$ cat config.mk
export PLATFORM = sky130hd
export DESIGN_NAME = tbl_queue
export DESIGN_NICKNAME = d
export VERILOG_FILES = /design/src/rtl/tbl_pkg.sv /design/src/rtl/tbl_queue.sv
export SDC_FILE = /design/constraint.sdc
export NUM_CORES = 1
export LEC_CHECK = 0
export ABC_AREA = 1
export BUFFER_PORTS_ARGS = -buffer_cell sky130_fd_sc_hd__buf_2
export CAP_MARGIN = 30
export CORE_ASPECT_RATIO = 1.5
export CORE_UTILIZATION = 29
export CTS_BUF_LIST = sky130_fd_sc_hd__clkbuf_16
export CTS_CLUSTER_DIAMETER = 60
export DETAILED_ROUTE_END_ITERATION = 8
export PLACE_DENSITY = 0.56
export SKIP_LAST_GASP = 1
export SLEW_MARGIN = 20
export SYNTH_ARGS = -nofsm -noshare
export SYNTH_HDL_FRONTEND = slang
export SYNTH_SLANG_ARGS = --single-unit
export TNS_END_PERCENT = 30
$ cat constraint.sdc
create_clock -name clk -period 3 [get_ports clk]
set_input_delay 0.9 -clock clk [delete_from_list [all_inputs] [get_ports clk]]
set_output_delay 0.9 -clock clk [all_outputs]
set_load 0.02 [all_outputs]
$ cat src/rtl/tbl_pkg.sv
// shared types and constants of the per-client token bucket limiter
`timescale 1ns / 1ps
package tbl_pkg;
	localparam int CLIENT_COUNT = 256;
	localparam int FRAC_BITS    = 16;
	localparam int IDX_W        = $clog2(CLIENT_COUNT);
	localparam int IN_IDX_W     = 8;
	localparam int TIME_W       = 32;
	localparam int LEVEL_W      = 32;
	localparam int MAX_W        = 16;
	localparam int RATE_W       = 32;
	localparam int PROD_W       = TIME_W + RATE_W;
	localparam int CAP_FULL_W   = MAX_W + FRAC_BITS;
	localparam int USED_W       = 16;
	localparam int CFG_IDX_W    = 1;
	localparam int CFG_DATA_W   = 32;
	localparam int QUEUE_DEPTH  = 2;
	localparam int QPTR_W       = $clog2(QUEUE_DEPTH);
	localparam int QCNT_W       = $clog2(QUEUE_DEPTH + 1);

	localparam logic [MAX_W-1:0]   MAX_TOKENS_RESET  = MAX_W'(100);
	localparam logic [RATE_W-1:0]  REFILL_RATE_RESET = RATE_W'(109226);
	localparam logic [LEVEL_W-1:0] LEVEL_ONE         = LEVEL_W'(1) << FRAC_BITS;
	localparam logic [LEVEL_W-1:0] LEVEL_ALL_ONES    = '1;

	typedef enum logic [CFG_IDX_W-1:0] {
		REG_MAX_TOKENS  = CFG_IDX_W'(0),
		REG_REFILL_RATE = CFG_IDX_W'(1)
	} cfg_reg_t;

	// one classified request waiting for the back end
	typedef struct packed {
		logic              first;
		logic [IDX_W-1:0]  idx;
		logic [TIME_W-1:0] now;
	} req_item_t;
endpackage

$ cat src/rtl/tbl_queue.sv
// short queue between front and back end
`timescale 1ns / 1ps
module tbl_queue (
	input  logic               clk,
	input  logic               arst_n,
	input  logic               push_valid,
	output logic               push_ready,
	input  tbl_pkg::req_item_t push_item,
	output logic               pop_valid,
	input  logic               pop_ready,
	output tbl_pkg::req_item_t pop_item
);
	tbl_pkg::req_item_t              slot_q [tbl_pkg::QUEUE_DEPTH];
	logic [tbl_pkg::QPTR_W-1:0]      wr_ptr_q;
	logic [tbl_pkg::QPTR_W-1:0]      rd_ptr_q;
	logic [tbl_pkg::QCNT_W-1:0]      count_q;
	logic                            push;
	logic                            pop;

	assign push_ready = count_q != tbl_pkg::QCNT_W'(tbl_pkg::QUEUE_DEPTH);
	assign pop_valid  = count_q != '0;
	assign push       = push_valid && push_ready;
	assign pop        = pop_valid && pop_ready;
	assign pop_item   = slot_q[rd_ptr_q];

	always_ff @(posedge clk) begin
		if (push) begin
			slot_q[wr_ptr_q] <= push_item;
		end
	end

	always_ff @(posedge clk or negedge arst_n) begin
		if (!arst_n) begin
			wr_ptr_q <= '0;
			rd_ptr_q <= '0;
			count_q  <= '0;
		end else begin
			if (push) begin
				wr_ptr_q <= wr_ptr_q + 1'b1;
			end
			if (pop) begin
				rd_ptr_q <= rd_ptr_q + 1'b1;
			end
			unique case ({push, pop})
				2'b10:   count_q <= count_q + tbl_pkg::QCNT_W'(1);
				2'b01:   count_q <= count_q - tbl_pkg::QCNT_W'(1);
				default: count_q <= count_q;
			endcase
		end
	end
endmodule

==> summary.txt <==
Worst path cell trace = buf_4 -> nand2_1 -> nand2_1 -> buf_2
Netlist cell types = 17
Initial antenna violation count = 1
Vias per cell = 4.11
DIE AREA = 0.0117 mm²
Critical path fanouts, max = 33
CP Launch Type = flip-flop
Slew Viols, Final = 0
Clock Latency Late Sink = 330 ps
Final setup viols = 0
Post-CTS setup buffer count = 0
Nets = 382
DR WL/cell = 13.0 µm
Port Buffer Count = 87
Dpl hpwl = 4020 µm
Status = complete, no violations
Initial Util = 0.296
# DRC = 0
Vias in the first global route = 2091
Critical path class = reg -> out
Final period utilization = 0.826
TritonCTS clock tree = yes
Width of the chip = 88.5 µm
Mapped Cells = 244
MaxCap Viol Count = 0
Static Leakage = 1.78 nW
Commonest non-fill, non-tap cell in the layout = nand2_1
Syn avg cell area = 13.3 µm²
WL final = 6360 µm
Layout area overhead = 27.0%
TritonCTS Buffers = 9
Worst-margin pin slew = 579 ps
Commonest non-fill, non-tap cells in the layout = nand2_1 (130), buf_2 (87), edfxtp_1 (82), clkbuf_16 (9), inv_1 (6)
Seq/Total Area, Yosys = 0.787
Routed Antenna Nets = 0
Largest net degree at the start of global routing = 43
Via count = 2005
Power Density = 1060 mW/mm²
1st-pass router iterations = 4
Htree depth = 3
Inserted Diodes = 0
Total gr overflow = 0
Syn Nets = 290
Slew margin rel. = 0.614
Post-synthesis register bit count = 86
Netlist Area Pre-Place = 0.00326 mm²
Die height = 132 µm
Root Buffer = clkbuf_16
Cell Rows = 47
# clock sinks = 86
Global-route wire length before repair = 10000 µm
Gr usage total = 0.118
DR iter-0 viols = 103
Core area = 0.0110 mm²
# IOs = 88
GPL Wtd Cong = 0.721
Slowest CP cell = dfrtp_2
Clk slew on worst S/H paths = 60 ps
Fin Hold WS = 374 ps
CTS Hold Bufs = 0
Fin. Hold Viols = 0
Post-route setup TNS = 0 ps
Hold Path Class = in -> async
Setup crit end kind = output port
Worst Path Arrival = 1580 ps
Final Critical Period = 2480 ps
Clock tree buffer depth = 2
PostCTS Resize Cnt = 0
Post-route cell area = 0.00413 mm²
Crit path required time = 2100 ps
Peak supply drop = 386 µV
Crit path top cell by count = nand2_1
Max incr delay on CP = 490 ps
RSZ-0062 raised after global routing = no
Ratio of cells with drive above 1 in the final layout = 0.328
Clock skew = 3.29 ps
Ys Warns = 0
Fmax = 404 MHz
Placed cell areas = 0.00382 mm²
==> metal layers <==
metal  global-route usage  routed length (µm)  up-vias
li1                     -                   -      997
met1                0.122                2500      949
met2                0.206                3390       44
met3               0.0394                 275       13
met4               0.0636                 180        2
met5                    0                   8        -
==> report_power, final <==
part           total [mW]  leakage (nW)  internal, mW  switching, mW
registers            1.75         0.809          1.65          0.101
logic                1.48         0.819         0.417           1.06
clock network        1.16         0.155         0.724          0.432
==> registers in the layout (all words and copies together), names as in the netlist <==
name      count
rd_ptr_q      1
wr_ptr_q      1
count_q       2
slot_q       82
==> worst paths after layout <==
kind / startpoint / end / slack (ps) / depth (start not counted)
max in group asynchronous: arst_n / rd_ptr_q / 2480 / 1
hold reg to reg: count_q[0] / count_q[0] / 530 / 1
setup / recovery: rd_ptr_q / pop_item[33] / 520 / 4
setup reg to reg: count_q[0] / slot_q[1][12] / 1420 / 5
hold / removal: arst_n / count_q[1] / 370 / 1
min in group clk: count_q[0] / count_q[0] / 530 / 1
==> cell type report <==
cell class / instances / area, µm²
fill: 1105 / 6860
sequential: 86 / 2560
multi-input combinational: 142 / 586
timing repair buffer: 90 / 458
clock buffer: 9 / 225
tap: 147 / 184
clock inverter: 7 / 88.8
inverter: 7 / 28.8
==> metrics by stage <==
step	std cells	util	setup slack (ps)	power, mW
finish	488	0.376	522	4.38
global route	488	0.376	356	4.65
CTS	488	0.376	465	4.45
detailed placement	472	0.347	834	3.28
global placement	472	0.347	849	3.26
floorplan	244	-	561	2.82
==> cells by family (layout without fill, tap and decap cells) <==
family                   after synthesis  after routing  share of synthesized area
flip-flops                            86             86                      0.787
AND/OR/NAND/NOR                      139            139                      0.169
buffers and inverters                 16            113                     0.0354
adder cells (fa/ha/maj)                1              1                    0.00384
AO/OA/AOI/OAI                          1              1                    0.00154
XOR/XNOR                               1              1                    0.00269
==> cell usage after synthesis <==
library cell / number / area share
inv_4: 1 / 0.0019
nand2_2: 1 / 0.0019
nor2_4: 1 / 0.0035
nand2_1: 130 / 0.15
a21oi_1: 1 / 0.0015
edfxtp_1: 82 / 0.76
inv_1: 5 / 0.0058
buf_6: 5 / 0.017
ha_1: 1 / 0.0038
buf_4: 4 / 0.0092
nor2_1: 2 / 0.0023
nand3_1: 2 / 0.0031
nand4_1: 1 / 0.0019
dfrtp_1: 4 / 0.031
inv_2: 1 / 0.0012
nand2_4: 2 / 0.0069
xnor2_1: 1 / 0.0027
==> critical path: cells and delay by family (launching register included) <==
family        cells  cell delay, ps
buf+inv           2             570
simple gates      2             190
flops             1             490
Note: power is estimated with default switching activity, not from simulation.
