`src/rtl/tbl_pkg.sv`:
```
// shared types and constants of the per-client token bucket limiter
`timescale 1ns / 1ps
package tbl_pkg;
	localparam int CLIENT_COUNT = 256;
	localparam int FRAC_BITS    = 16;
	localparam int IDX_W        = $clog2(CLIENT_COUNT);
	localparam int IN_IDX_W     = 8;
	localparam int TIME_W       = 32;
	localparam int LEVEL_W      = 32;
	localparam int MAX_W        = 16;
	localparam int RATE_W       = 32;
	localparam int PROD_W       = TIME_W + RATE_W;
	localparam int CAP_FULL_W   = MAX_W + FRAC_BITS;
	localparam int USED_W       = 16;
	localparam int CFG_IDX_W    = 1;
	localparam int CFG_DATA_W   = 32;
	localparam int QUEUE_DEPTH  = 2;
	localparam int QPTR_W       = $clog2(QUEUE_DEPTH);
	localparam int QCNT_W       = $clog2(QUEUE_DEPTH + 1);

	localparam logic [MAX_W-1:0]   MAX_TOKENS_RESET  = MAX_W'(100);
	localparam logic [RATE_W-1:0]  REFILL_RATE_RESET = RATE_W'(109226);
	localparam logic [LEVEL_W-1:0] LEVEL_ONE         = LEVEL_W'(1) << FRAC_BITS;
	localparam logic [LEVEL_W-1:0] LEVEL_ALL_ONES    = '1;

	typedef enum logic [CFG_IDX_W-1:0] {
		REG_MAX_TOKENS  = CFG_IDX_W'(0),
		REG_REFILL_RATE = CFG_IDX_W'(1)
	} cfg_reg_t;

	// one classified request waiting for the back end
	typedef struct packed {
		logic              first;
		logic [IDX_W-1:0]  idx;
		logic [TIME_W-1:0] now;
	} req_item_t;
endpackage

```
`src/rtl/tbl_req_if.sv`:
```
// request channel: client index and timestamp
`timescale 1ns / 1ps
interface tbl_req_if;
	logic                             valid;
	logic                             ready;
	logic [tbl_pkg::IN_IDX_W-1:0]     client_index;
	logic [tbl_pkg::TIME_W-1:0]       timestamp;

	modport source (output valid, output client_index, output timestamp, input ready);
	modport sink (input valid, input client_index, input timestamp, output ready);
endinterface

```
`src/rtl/tbl_front.sv`:
```
// front end: takes requests, wraps the index and marks first-seen clients
`timescale 1ns / 1ps
module tbl_front (
	input  logic               clk,
	input  logic               arst_n,
	tbl_req_if.sink            req,
	output logic               push_valid,
	input  logic               push_ready,
	output tbl_pkg::req_item_t push_item
);
	logic [tbl_pkg::CLIENT_COUNT-1:0] seen_q;
	logic [tbl_pkg::IDX_W-1:0]        idx;
	logic                             take;

	assign idx        = req.client_index[tbl_pkg::IDX_W-1:0];
	assign req.ready  = push_ready;
	assign push_valid = req.valid;
	assign take       = req.valid && push_ready;

	assign push_item.first = !seen_q[idx];
	assign push_item.idx   = idx;
	assign push_item.now   = req.timestamp;

	always_ff @(posedge clk or negedge arst_n) begin
		if (!arst_n) begin
			seen_q <= '0;
		end else if (take) begin
			seen_q[idx] <= 1'b1;
		end
	end
endmodule

```
`src/flat_wrapper.sv`:
```
// flat-port wrapper written by rule: the top's interface ports become plain ports
module tbl_front_flat 
  (clk, arst_n, push_valid, push_ready, push_item, req_valid, req_client_index, req_timestamp, req_ready);
  tbl_req_if req_i ();
  input  logic clk;
  input  logic arst_n;
  output logic push_valid;
  input  logic push_ready;
  output tbl_pkg::req_item_t push_item;
  input wire logic [$bits(req_i.valid)-1:0] req_valid;
  input wire logic [$bits(req_i.client_index)-1:0] req_client_index;
  input wire logic [$bits(req_i.timestamp)-1:0] req_timestamp;
  output wire logic [$bits(req_i.ready)-1:0] req_ready;
  assign req_i.valid = req_valid;
  assign req_i.client_index = req_client_index;
  assign req_i.timestamp = req_timestamp;
  assign req_ready = req_i.ready;
  tbl_front u_core (.clk(clk), .arst_n(arst_n), .req(req_i), .push_valid(push_valid), .push_ready(push_ready), .push_item(push_item));
endmodule
```
`config.mk`:
```
export PLATFORM = sky130hd
export DESIGN_NAME = tbl_front_flat
export DESIGN_NICKNAME = d
export VERILOG_FILES = /design/src/rtl/tbl_pkg.sv /design/src/rtl/tbl_req_if.sv /design/src/rtl/tbl_front.sv /design/src/flat_wrapper.sv
export SDC_FILE = /design/constraint.sdc
export NUM_CORES = 1
export LEC_CHECK = 0
export ABC_AREA = 1
export BUFFER_PORTS_ARGS = -buffer_cell sky130_fd_sc_hd__buf_2
export CAP_MARGIN = 20
export CORE_MARGIN = 2
export CORE_UTILIZATION = 40
export CTS_CLUSTER_SIZE = 8
export DETAILED_ROUTE_END_ITERATION = 8
export MAX_ROUTING_LAYER = met4
export PLACE_DENSITY = 0.56
export SLEW_MARGIN = 20
export SYNTH_ARGS = -nofsm -noshare
export SYNTH_HDL_FRONTEND = slang
export SYNTH_SLANG_ARGS = --single-unit
```
`constraint.sdc`:
```
create_clock -name clk -period 2.8 [get_ports clk]
set_input_delay 0.28 -clock clk [delete_from_list [all_inputs] [get_ports clk]]
set_output_delay 0.28 -clock clk [all_outputs]
set_load 0.005 [all_outputs]
```
==> impl_metrics.json, run 1 <==
{
  "drc_errors": 0,
  "reg_top3": "u_core.seen_q (256)",
  "clock_latency_ns": 0.49,
  "crit_fanout": 31,
  "synth_top_family_by_area": "simple AND/OR/NAND/NOR gates",
  "hold_viol": 0,
  "htreeDepth": 2,
  "ios": 87,
  "dieArea_sq_um": 31290,
  "synth_compound_area_frac": 0.1637,
  "grt_pass1_wl_mm": 54.00,
  "largest_register": "u_core.seen_q",
  "synth_mux_area_frac": 0,
  "cts.path.max_buffers": 3,
  "synth-xor-area-share": 0,
  "setup_viol": 0,
  "firstDrtPassIters": 5,
  "powerDensity_nw_per_um2": 623.1,
  "end_kind": "output port",
  "first_global_vias": 9290,
  "startpoint": "req_client_index[0]",
  "drt_iter0_markers": 782,
  "antenna_found_initial": 0,
  "synth.net_count": 1488,
  "clkSinkCount": 256,
  "final.setup.tns_ns": 0,
  "vdd_drop_max_mv": 0.3257,
  "viasPerCell": 5.086,
  "synth-seq-cells": 256,
  "path_cells": "buf_4 > buf_4 > nand2_4 > nor2_1 > a21oi_2 > nand2_1 > nand2_1 > nand2_1 > o21ai_1 > nand2_1 > nor2_1 > nor2_1 > nor2_1 > nand2_1 > buf_2",
  "regToRegStartpoint": "u_core.seen_q[125]",
  "min-delay-path-class": "in2reg",
  "hp-start": "req_client_index[0]",
  "max-cap-violations": 0,
  "maxSlewViolCount": 0,
  "worstPathArrival_ns": 2.22,
  "via_count": 9266,
  "grt_max_degree": 76,
  "leakagePower_nw": 7.026,
  "required_ns": 2.52,
  "status": "complete, no violations",
  "initial_core_util": 0.4044,
  "worst_pin_slew_ns": 0.9188,
  "root_buffer": "clkbuf_16",
  "ys_seq_area_frac": 0.5358,
  "fill_cells": 2968,
  "synth_fa_ha_area_frac": 0,
  "period_minus_slack_ns": 2.503,
  "antenna_left": 0,
  "grt_overflow": 0,
  "cts_made_buffers": 37,
  "fmax_ghz": 0.3996,
  "crit_type": "in2out",
  "r2r.worst_path.cells": 1,
  "slowest_delay_ns": 0.35,
  "dpl.hpwl_mm": 21.54,
  "finClkSkew_ns": 0,
  "syn_area_sq_um": 11960,
  "path_common_cell": "nand2_1",
  "largest_register_ffs": 256,
  "reg2reg_to": "u_core.seen_q[125]",
  "slew_headroom": 0.3852,
  "die_h_um": 176.9,
  "grtUsageTotal": 0.2318,
  "place.gp.congestion": 0.8425,
  "finalCritPeriodShare": 0.8938,
  "ff2ff_setup_slack_ns": 2.10,
  "syn_area_per_cell_sq_um": 8.279,
  "portBuffers": 22,
  "ys_types": 21,
  "cts_tree": "yes",
  "rows": 63,
  "syn2layout_area_growth_pct": 10.32,
  "postSynthCellCount": 1444,
  "crit_end": "push_item[40]",
  "critPathLaunchType": "input port",
  "rsz0062_at_grt": "false",
  "wl_per_cell_um": 18.51,
  "postCtsSetupRepairBufs": 0,
  "clkTransAtPathRegs_ns": 0.05,
  "antennaDiodeCount": 0,
  "crit_slowest_cell": "buf_4",
  "yosys_warnings": 0,
  "wl_mm": 33.73,
  "die_w_um": 176.9,
  "hold-worst-slack_ns": 0.3397,
  "core_region_area_sq_um": 29560,
  "synthSimpleGateAreaFrac": 0.1887,
  "drive_gt1_frac": 0.08799,
  "nNetsFinal": 1478
}
## cell usage after synthesis
cell	n	area, sq um
clkbuf_1	44	165.2
nand4_1	8	50.05
nand2_2	1	6.260
inv_2	1	3.750
nand3_1	4	20.02
a21oi_2	12	105.1
o21ai_0	170	850.8
nor2_2	1	6.260
buf_2	16	80.08
inv_1	152	570.6
o21ai_1	22	110.1
dfrtp_1	256	6406
o21bai_1	116	870.8
nand2_4	2	22.52
nand2_1	443	1663
buf_1	1	3.750
nor2_1	130	488.0
inv_4	1	6.260
buf_6	15	168.9
a21oi_1	4	20.02
buf_4	45	337.8
## cell families (layout without fill, tap and decap cells)
| logic type | Yosys count | in the layout |
|---|---|---|
| AO/OA/AOI/OAI | 324 | 324 |
| buffers and inverters | 275 | 263 |
| flip-flops | 256 | 256 |
| AND/OR/NAND/NOR | 589 | 589 |
## area by class of cell
cell class	instances	area (sq um)	share of cell area
Sequential cell	256	6406	0.4857
Multi-Input combinational cell	913	4213	0.3194
Clock buffer	37	925.9	0.07020
Inverter	154	580.6	0.04402
Timing Repair Buffer	72	575.6	0.04364
Tap cell	390	488.0	0.03700
## cell usage in the layout, fill, tap and decap left out, types with 12 or more instances in the layout
cell type  count
a21oi_2       12
buf_2         20
buf_4         44
clkbuf_16     37
dfrtp_1      256
inv_1        152
nand2_1      443
nor2_1       130
o21ai_0      170
o21ai_1       22
o21bai_1     116
## worst max-delay path, delay by kind of cell
family	cells	cell delay (ns)
and+or+nand+nor	10	1.11
AOI/OAI and AO/OA	2	0.11
buffers and inverters	3	0.71
## worst min path at each step
stage                              end  slack (ns)  cells after the start
floorplan             u_core.seen_q[0]       -0.02                      0
global placement    u_core.seen_q[149]        0.32                      1
detailed placement  u_core.seen_q[149]        0.32                      1
CTS                 u_core.seen_q[159]        0.32                      4
global route         u_core.seen_q[79]        0.38                      4
finish              u_core.seen_q[159]        0.34                      4
## power breakdown
part	total (mW)	switching, mW	internal [mW]
sequential	3.83	0.0427	3.79
clock	3.80	1.50	2.30
combinational	0.587	0.414	0.173
## per-layer routing
metal	vias up	routed length, um	GRT usage
li1	4414	-	-
met3	67	2007	0.03845
met4	0	954	0.07541
met5	-	0	-
met1	4495	15730	0.3163
met2	290	15040	0.3534
## timing repair
action | CTS | global route
resized for setup | 0 | 0
endpoints found under the hold margin | 71 | 0
hold buffers | 1 | 0
## per-stage QoR
stage          utilization  instances  cell area, sq um  worst slack, ns  power [mW]
3_5_place_dp        0.4145       1784             12250           0.3329       4.473
3_3_place_gp        0.4145       1784             12250           0.3276       4.473
2_1_floorplan            -       1444             11960            1.089       4.265
6_report            0.4462       1822             13190           0.2974       8.218
4_1_cts             0.4462       1822             13190           0.3315       8.305
5_1_grt             0.4462       1822             13190           0.1058       8.548
Power figures use the tool's default switching activity.
==> inputs of run 2 (changes only) <==
--- a/config.mk
+++ b/config.mk
@@ -8,12 +8,15 @@
 export ABC_AREA = 1
 export BUFFER_PORTS_ARGS = -buffer_cell sky130_fd_sc_hd__buf_2
 export CAP_MARGIN = 20
+export CELL_PAD_IN_SITES_DETAIL_PLACEMENT = 1
+export CELL_PAD_IN_SITES_GLOBAL_PLACEMENT = 1
 export CORE_MARGIN = 2
 export CORE_UTILIZATION = 40
 export CTS_CLUSTER_SIZE = 8
 export DETAILED_ROUTE_END_ITERATION = 8
 export MAX_ROUTING_LAYER = met4
-export PLACE_DENSITY = 0.56
+export PLACE_DENSITY = 0.7
+export SKIP_CTS_REPAIR_TIMING = 1
 export SLEW_MARGIN = 20
 export SYNTH_ARGS = -nofsm -noshare
 export SYNTH_HDL_FRONTEND = slang
==> impl_metrics.json, run 2 (synthesized netlist as in run 1, its figures left out) <==
{
  "status": "complete, no violations",
  "firstDrtPassIters": 4,
  "wl_mm": 35.55,
  "rsz0062_at_grt": "false",
  "drive_gt1_frac": 0.08421,
  "end_kind": "output port",
  "cts_tree": "yes",
  "first_global_vias": 10040,
  "dieArea_sq_um": 31290,
  "max-cap-violations": 0,
  "grt_pass1_wl_mm": 57.46,
  "syn2layout_area_growth_pct": 10.62,
  "powerDensity_nw_per_um2": 637.7,
  "worstPathArrival_ns": 2.17,
  "finalWorstSetupSlack_ns": 0.3464,
  "ff2ff_setup_slack_ns": 2.10,
  "leakagePower_nw": 7.028,
  "viasPerCell": 5.162,
  "dp_slack_ns": 0.3615,
  "antenna_left": 0,
  "htreeDepth": 2,
  "clkTransAtPathRegs_ns": 0.05,
  "path_cells": "buf_4 > buf_12 > nor2_2 > buf_12 > a21oi_2 > nand2_1 > nand2_1 > nand2_1 > o21ai_1 > nand2_1 > nor2_1 > nor2_1 > nor2_1 > nand2_1 > buf_2",
  "cts.path.max_buffers": 3,
  "clock_latency_ns": 0.51,
  "portBuffers": 22,
  "crit_fanout": 42,
  "grt_overflow": 0,
  "rows": 63,
  "reg_top3": "u_core.seen_q (256)",
  "min-delay-path-class": "in2async",
  "largest_register_ffs": 256,
  "path_buf_inv": 4,
  "crit_type": "in2out",
  "final_area_sq_um": 13230,
  "antenna_found_initial": 0,
  "die_w_um": 176.9,
  "finClkSkew_ns": 0,
  "hold_viol": 0,
  "crit_slowest_cell": "buf_12",
  "grtUsageTotal": 0.2451,
  "hold-worst-slack_ns": 0.3456,
  "final.setup.tns_ns": 0,
  "wl_per_cell_um": 19.59,
  "ios": 87,
  "nNetsFinal": 1468,
  "setup_viol": 0,
  "period_minus_slack_ns": 2.454,
  "drt_iter0_markers": 601,
  "die_h_um": 176.9,
  "fmax_ghz": 0.4076,
  "drc_errors": 0,
  "slowest_delay_ns": 0.24,
  "critPathLaunchType": "input port",
  "grt_max_degree": 77,
  "dpl.hpwl_mm": 22.20,
  "antennaDiodeCount": 0,
  "via_count": 9369,
  "initial_core_util": 0.4044,
  "root_buffer": "clkbuf_16",
  "cts_made_buffers": 37,
  "fill_cells": 3513,
  "finalCritPeriodShare": 0.8763,
  "layout_commonest_cell": "nand2_1",
  "largest_register": "u_core.seen_q",
  "clkSinkCount": 256,
  "worst_pin_slew_ns": 0.8639,
  "path_common_cell": "nand2_1",
  "vdd_drop_max_mv": 0.3831,
  "dpl-instance-area_sq_um": 12230,
  "required_ns": 2.52,
  "final_util": 0.4474,
  "core_region_area_sq_um": 29560,
  "crit_family": "buffers and inverters",
  "place.gp.congestion": 0.8394,
  "layout_common_cells": "443 x nand2_1, 256 x dfrtp_1, 170 x o21ai_0",
  "slew_headroom": 0.4227,
  "maxSlewViolCount": 0
}
==> run 2: area by class of cell <==
cell class / count / area (sq um) / area share
clock buffer: 39 / 975.9 / 0.07379
clock inverter: 1 / 8.758 / 0.0006623
inverter: 154 / 580.6 / 0.04390
multi-input combinational: 913 / 4215 / 0.3187
sequential: 256 / 6406 / 0.4844
tap: 390 / 488.0 / 0.03690
timing repair buffer: 62 / 550.5 / 0.04163
==> run 2: power by group <==
group	switching, mW	internal, mW
logic	0.421	0.176
registers	0.0419	3.79
clock network	1.58	2.43
total	2.04	6.39
==> run 2: metal layers <==
layer  vias to the layer above  track usage  wire length, um
li1                       4395            -                -
met5                         -            -                0
met3                        53      0.03436             1284
met1                      4769       0.3257            16610
met2                       152       0.3993            17010
met4                         0      0.05716              646
==> run 2: path summary, 6_finish.rpt <==
kind                                startpoint                  to  cells past startpoint
max                        req_client_index[0]       push_item[40]                     15
min                                     arst_n  u_core.seen_q[149]                      2
max reg2reg                 u_core.seen_q[132]  u_core.seen_q[132]                      2
min reg2reg                 u_core.seen_q[146]  u_core.seen_q[146]                      2
max in group asynchronous               arst_n  u_core.seen_q[224]                      3
min in group clk           req_client_index[1]  u_core.seen_q[184]                      4
==> run 2: metrics by stage <==
step / power, mW / cells
after detailed placement: 4.491 / 1774
after floorplan: 4.265 / 1444
after global placement: 4.480 / 1774
final: 8.433 / 1815
after CTS: 8.543 / 1814
after global routing: 8.762 / 1815
==> inputs of run 3 (changes only) <==
--- a/config.mk
+++ b/config.mk
@@ -5,7 +5,6 @@
 export SDC_FILE = /design/constraint.sdc
 export NUM_CORES = 1
 export LEC_CHECK = 0
-export ABC_AREA = 1
 export BUFFER_PORTS_ARGS = -buffer_cell sky130_fd_sc_hd__buf_2
 export CAP_MARGIN = 20
 export CELL_PAD_IN_SITES_DETAIL_PLACEMENT = 1
@@ -15,7 +14,7 @@
 export CTS_CLUSTER_SIZE = 8
 export DETAILED_ROUTE_END_ITERATION = 8
 export MAX_ROUTING_LAYER = met4
-export PLACE_DENSITY = 0.7
+export PLACE_DENSITY = 0.65
 export SKIP_CTS_REPAIR_TIMING = 1
 export SLEW_MARGIN = 20
 export SYNTH_ARGS = -nofsm -noshare
==> impl_metrics.json, run 3 <==
{
  "fill_cells": 2792,
  "via_count": 7073,
  "reg2reg_to": "u_core.seen_q[239]",
  "dpl.hpwl_mm": 20.12,
  "ys_types": 26,
  "initial_core_util": 0.4033,
  "seqPwrFrac": 0.464,
  "leakagePower_nw": 7.128,
  "place.gp.congestion": 0.8399,
  "layout_common_cells": "256 x dfrtp_1, 176 x a21o_1, 80 x o21bai_1",
  "synth.net_count": 859,
  "fmax_ghz": 0.3411,
  "reg_top3": "u_core.seen_q (256)",
  "cts_made_buffers": 37,
  "hold-worst-slack_ns": 0.3599,
  "grt_busiest_layer": "met2",
  "clockPowerShare": 0.457,
  "htreeDepth": 2,
  "slew_headroom": 0.3278,
  "antenna_found_initial": 0,
  "cts_tree": "yes",
  "wl_mm": 30.06,
  "core_region_area_sq_um": 27630,
  "clkTransAtPathRegs_ns": 0.05,
  "cts.path.max_buffers": 3,
  "synth-seq-cells": 256,
  "wl_per_cell_um": 24.52,
  "syn_area_per_cell_sq_um": 13.67,
  "r2r.worst_path.cells": 2,
  "drt_iter0_markers": 433,
  "ios": 87,
  "layout_commonest_cell": "dfrtp_1",
  "crit_slowest_cell": "mux4_2",
  "maxSlewViolCount": 0,
  "total_power_mw": 8.587,
  "required_ns": 2.52,
  "largest_register": "u_core.seen_q",
  "regToRegStartpoint": "u_core.seen_q[239]",
  "antenna_left": 0,
  "hold_viol": 0,
  "firstDrtPassIters": 4,
  "p_switching_mw": 1.961,
  "synth_top_area_frac": 0.5750,
  "comb_power_share": 0.078,
  "crit_fanout": 2,
  "die_w_um": 170.9,
  "ff2ff_setup_slack_ns": 2.00,
  "finClkSkew_ns": 0,
  "crit_type": "reg2out",
  "synth.most_common_cell": "dfrtp_1",
  "die_h_um": 170.9,
  "grtUsageTotal": 0.2209,
  "use_met1": 0.2871,
  "worst_pin_slew_ns": 1.003,
  "ys_async_sr_fraction": 1.000,
  "swShare": 0.2283,
  "synthFlopType": "dfrtp_1",
  "min-delay-path-class": "in2async",
  "period_minus_slack_ns": 2.931,
  "ys_seq_area_frac": 0.5750,
  "vdd_drop_max_mv": 0.3930,
  "synth.area.top_cells": "dfrtp_1 57%, mux4_2 13%, a21o_1 12%, o21bai_1 5.4%, buf_4 3.0%",
  "crit_family": "simple AND/OR/NAND/NOR gates",
  "viasPerCell": 5.769,
  "path_cells": "mux4_2 > a22oi_1 > a21oi_1 > nor4_1 > nor2_1 > nor3_4 > buf_2",
  "powerDensity_nw_per_um2": 663.8,
  "finalWorstSetupSlack_ns": -0.1314,
  "p_int_mw": 6.626,
  "syn_area_sq_um": 11140,
  "rows": 61,
  "antennaDiodeCount": 0,
  "yosysTopAreaCell": "dfrtp_1",
  "grt_max_degree": 88,
  "end_kind": "output port",
  "synth_commonest_cells": "256 x dfrtp_1, 176 x a21o_1, 80 x o21bai_1",
  "yosys_warnings": 0,
  "largest_register_ffs": 256,
  "critPathLaunchType": "flip-flop",
  "first_global_vias": 7947,
  "nNetsFinal": 891,
  "status": "finished with violations",
  "drive_gt1_frac": 0.2877,
  "max-cap-violations": 0,
  "rsz0062_at_grt": "true",
  "grt_overflow": 0,
  "postSynthCellCount": 815,
  "violations": "negative setup slack",
  "grt_pass1_wl_mm": 47.43,
  "cp.depth": 7,
  "portBuffers": 22,
  "slowest_delay_ns": 0.47,
  "use_met3": 0.04118,
  "setup_viol": 1,
  "worstPathArrival_ns": 2.65,
  "path_buf_inv": 1,
  "synth_edf_count": 0,
  "syn2layout_area_growth_pct": 16.09,
  "clock_latency_ns": 0.50,
  "clkSinkCount": 256,
  "finalCritPeriodShare": 1.047,
  "root_buffer": "clkbuf_16",
  "dieArea_sq_um": 29210,
  "grtUsageMet2": 0.3612,
  "drc_errors": 0
}
-- run 3: kinds of logic after synthesis --
kind of cell    share of synthesized area
simple gates                      0.03346
compound gates                     0.2027
flops                              0.5750
mux                                0.1294
buf+inv                           0.05952
-- run 3: worst max path at each step --
stage	from	endpoint
final	u_core.seen_q[95]	push_item[40]
after global routing	u_core.seen_q[95]	push_item[40]
after CTS	u_core.seen_q[207]	push_item[40]
after detailed placement	req_client_index[0]	push_item[40]
after global placement	req_client_index[0]	push_item[40]
after floorplan	req_client_index[0]	push_item[40]
-- run 3: metrics by stage --
step | utilization | setup slack (ns) | std cells | cell area (sq um) | TNS (ns)
2_1_floorplan | - | 0.6132 | 815 | 11140 | 0
3_3_place_gp | 0.4260 | -0.1028 | 1183 | 11770 | -0.1028
3_5_place_dp | 0.4260 | -0.1930 | 1183 | 11770 | -0.1930
4_1_cts | 0.4616 | -0.3590 | 1223 | 12750 | -0.3590
5_1_grt | 0.4682 | -0.1747 | 1226 | 12930 | -0.1747
6_report | 0.4682 | -0.1314 | 1226 | 12930 | -0.1314
-- run 3: layout make-up --
cell class	count	area, sq um	share of cell area
multi-input combinational	448	4244	0.3281
sequential	256	6406	0.4953
clock inverter	1	8.758	0.0006771
timing repair buffer	103	823.3	0.06365
clock buffer	39	975.9	0.07545
tap	378	473.0	0.03656
inverter	1	3.754	0.0002902
-- run 3: metal layers --
layer / up-vias / share of wire
met4: 0 / 0.021
met1: 3828 / 0.43
li1: 3007 / -
met5: - / 0
met3: 61 / 0.043
met2: 177 / 0.50
-- run 3: power by group through the flow --
stage / Combinational [mW] / Sequential, mW / Clock (mW)
final: 0.674 / 3.99 / 3.93
after global routing: 0.736 / 4.00 / 4.18
after CTS: 0.661 / 3.98 / 4.01
after global placement: 0.630 / 4.03 / 0
after floorplan: 0.434 / 4.00 / 0
after detailed placement: 0.657 / 4.04 / 0
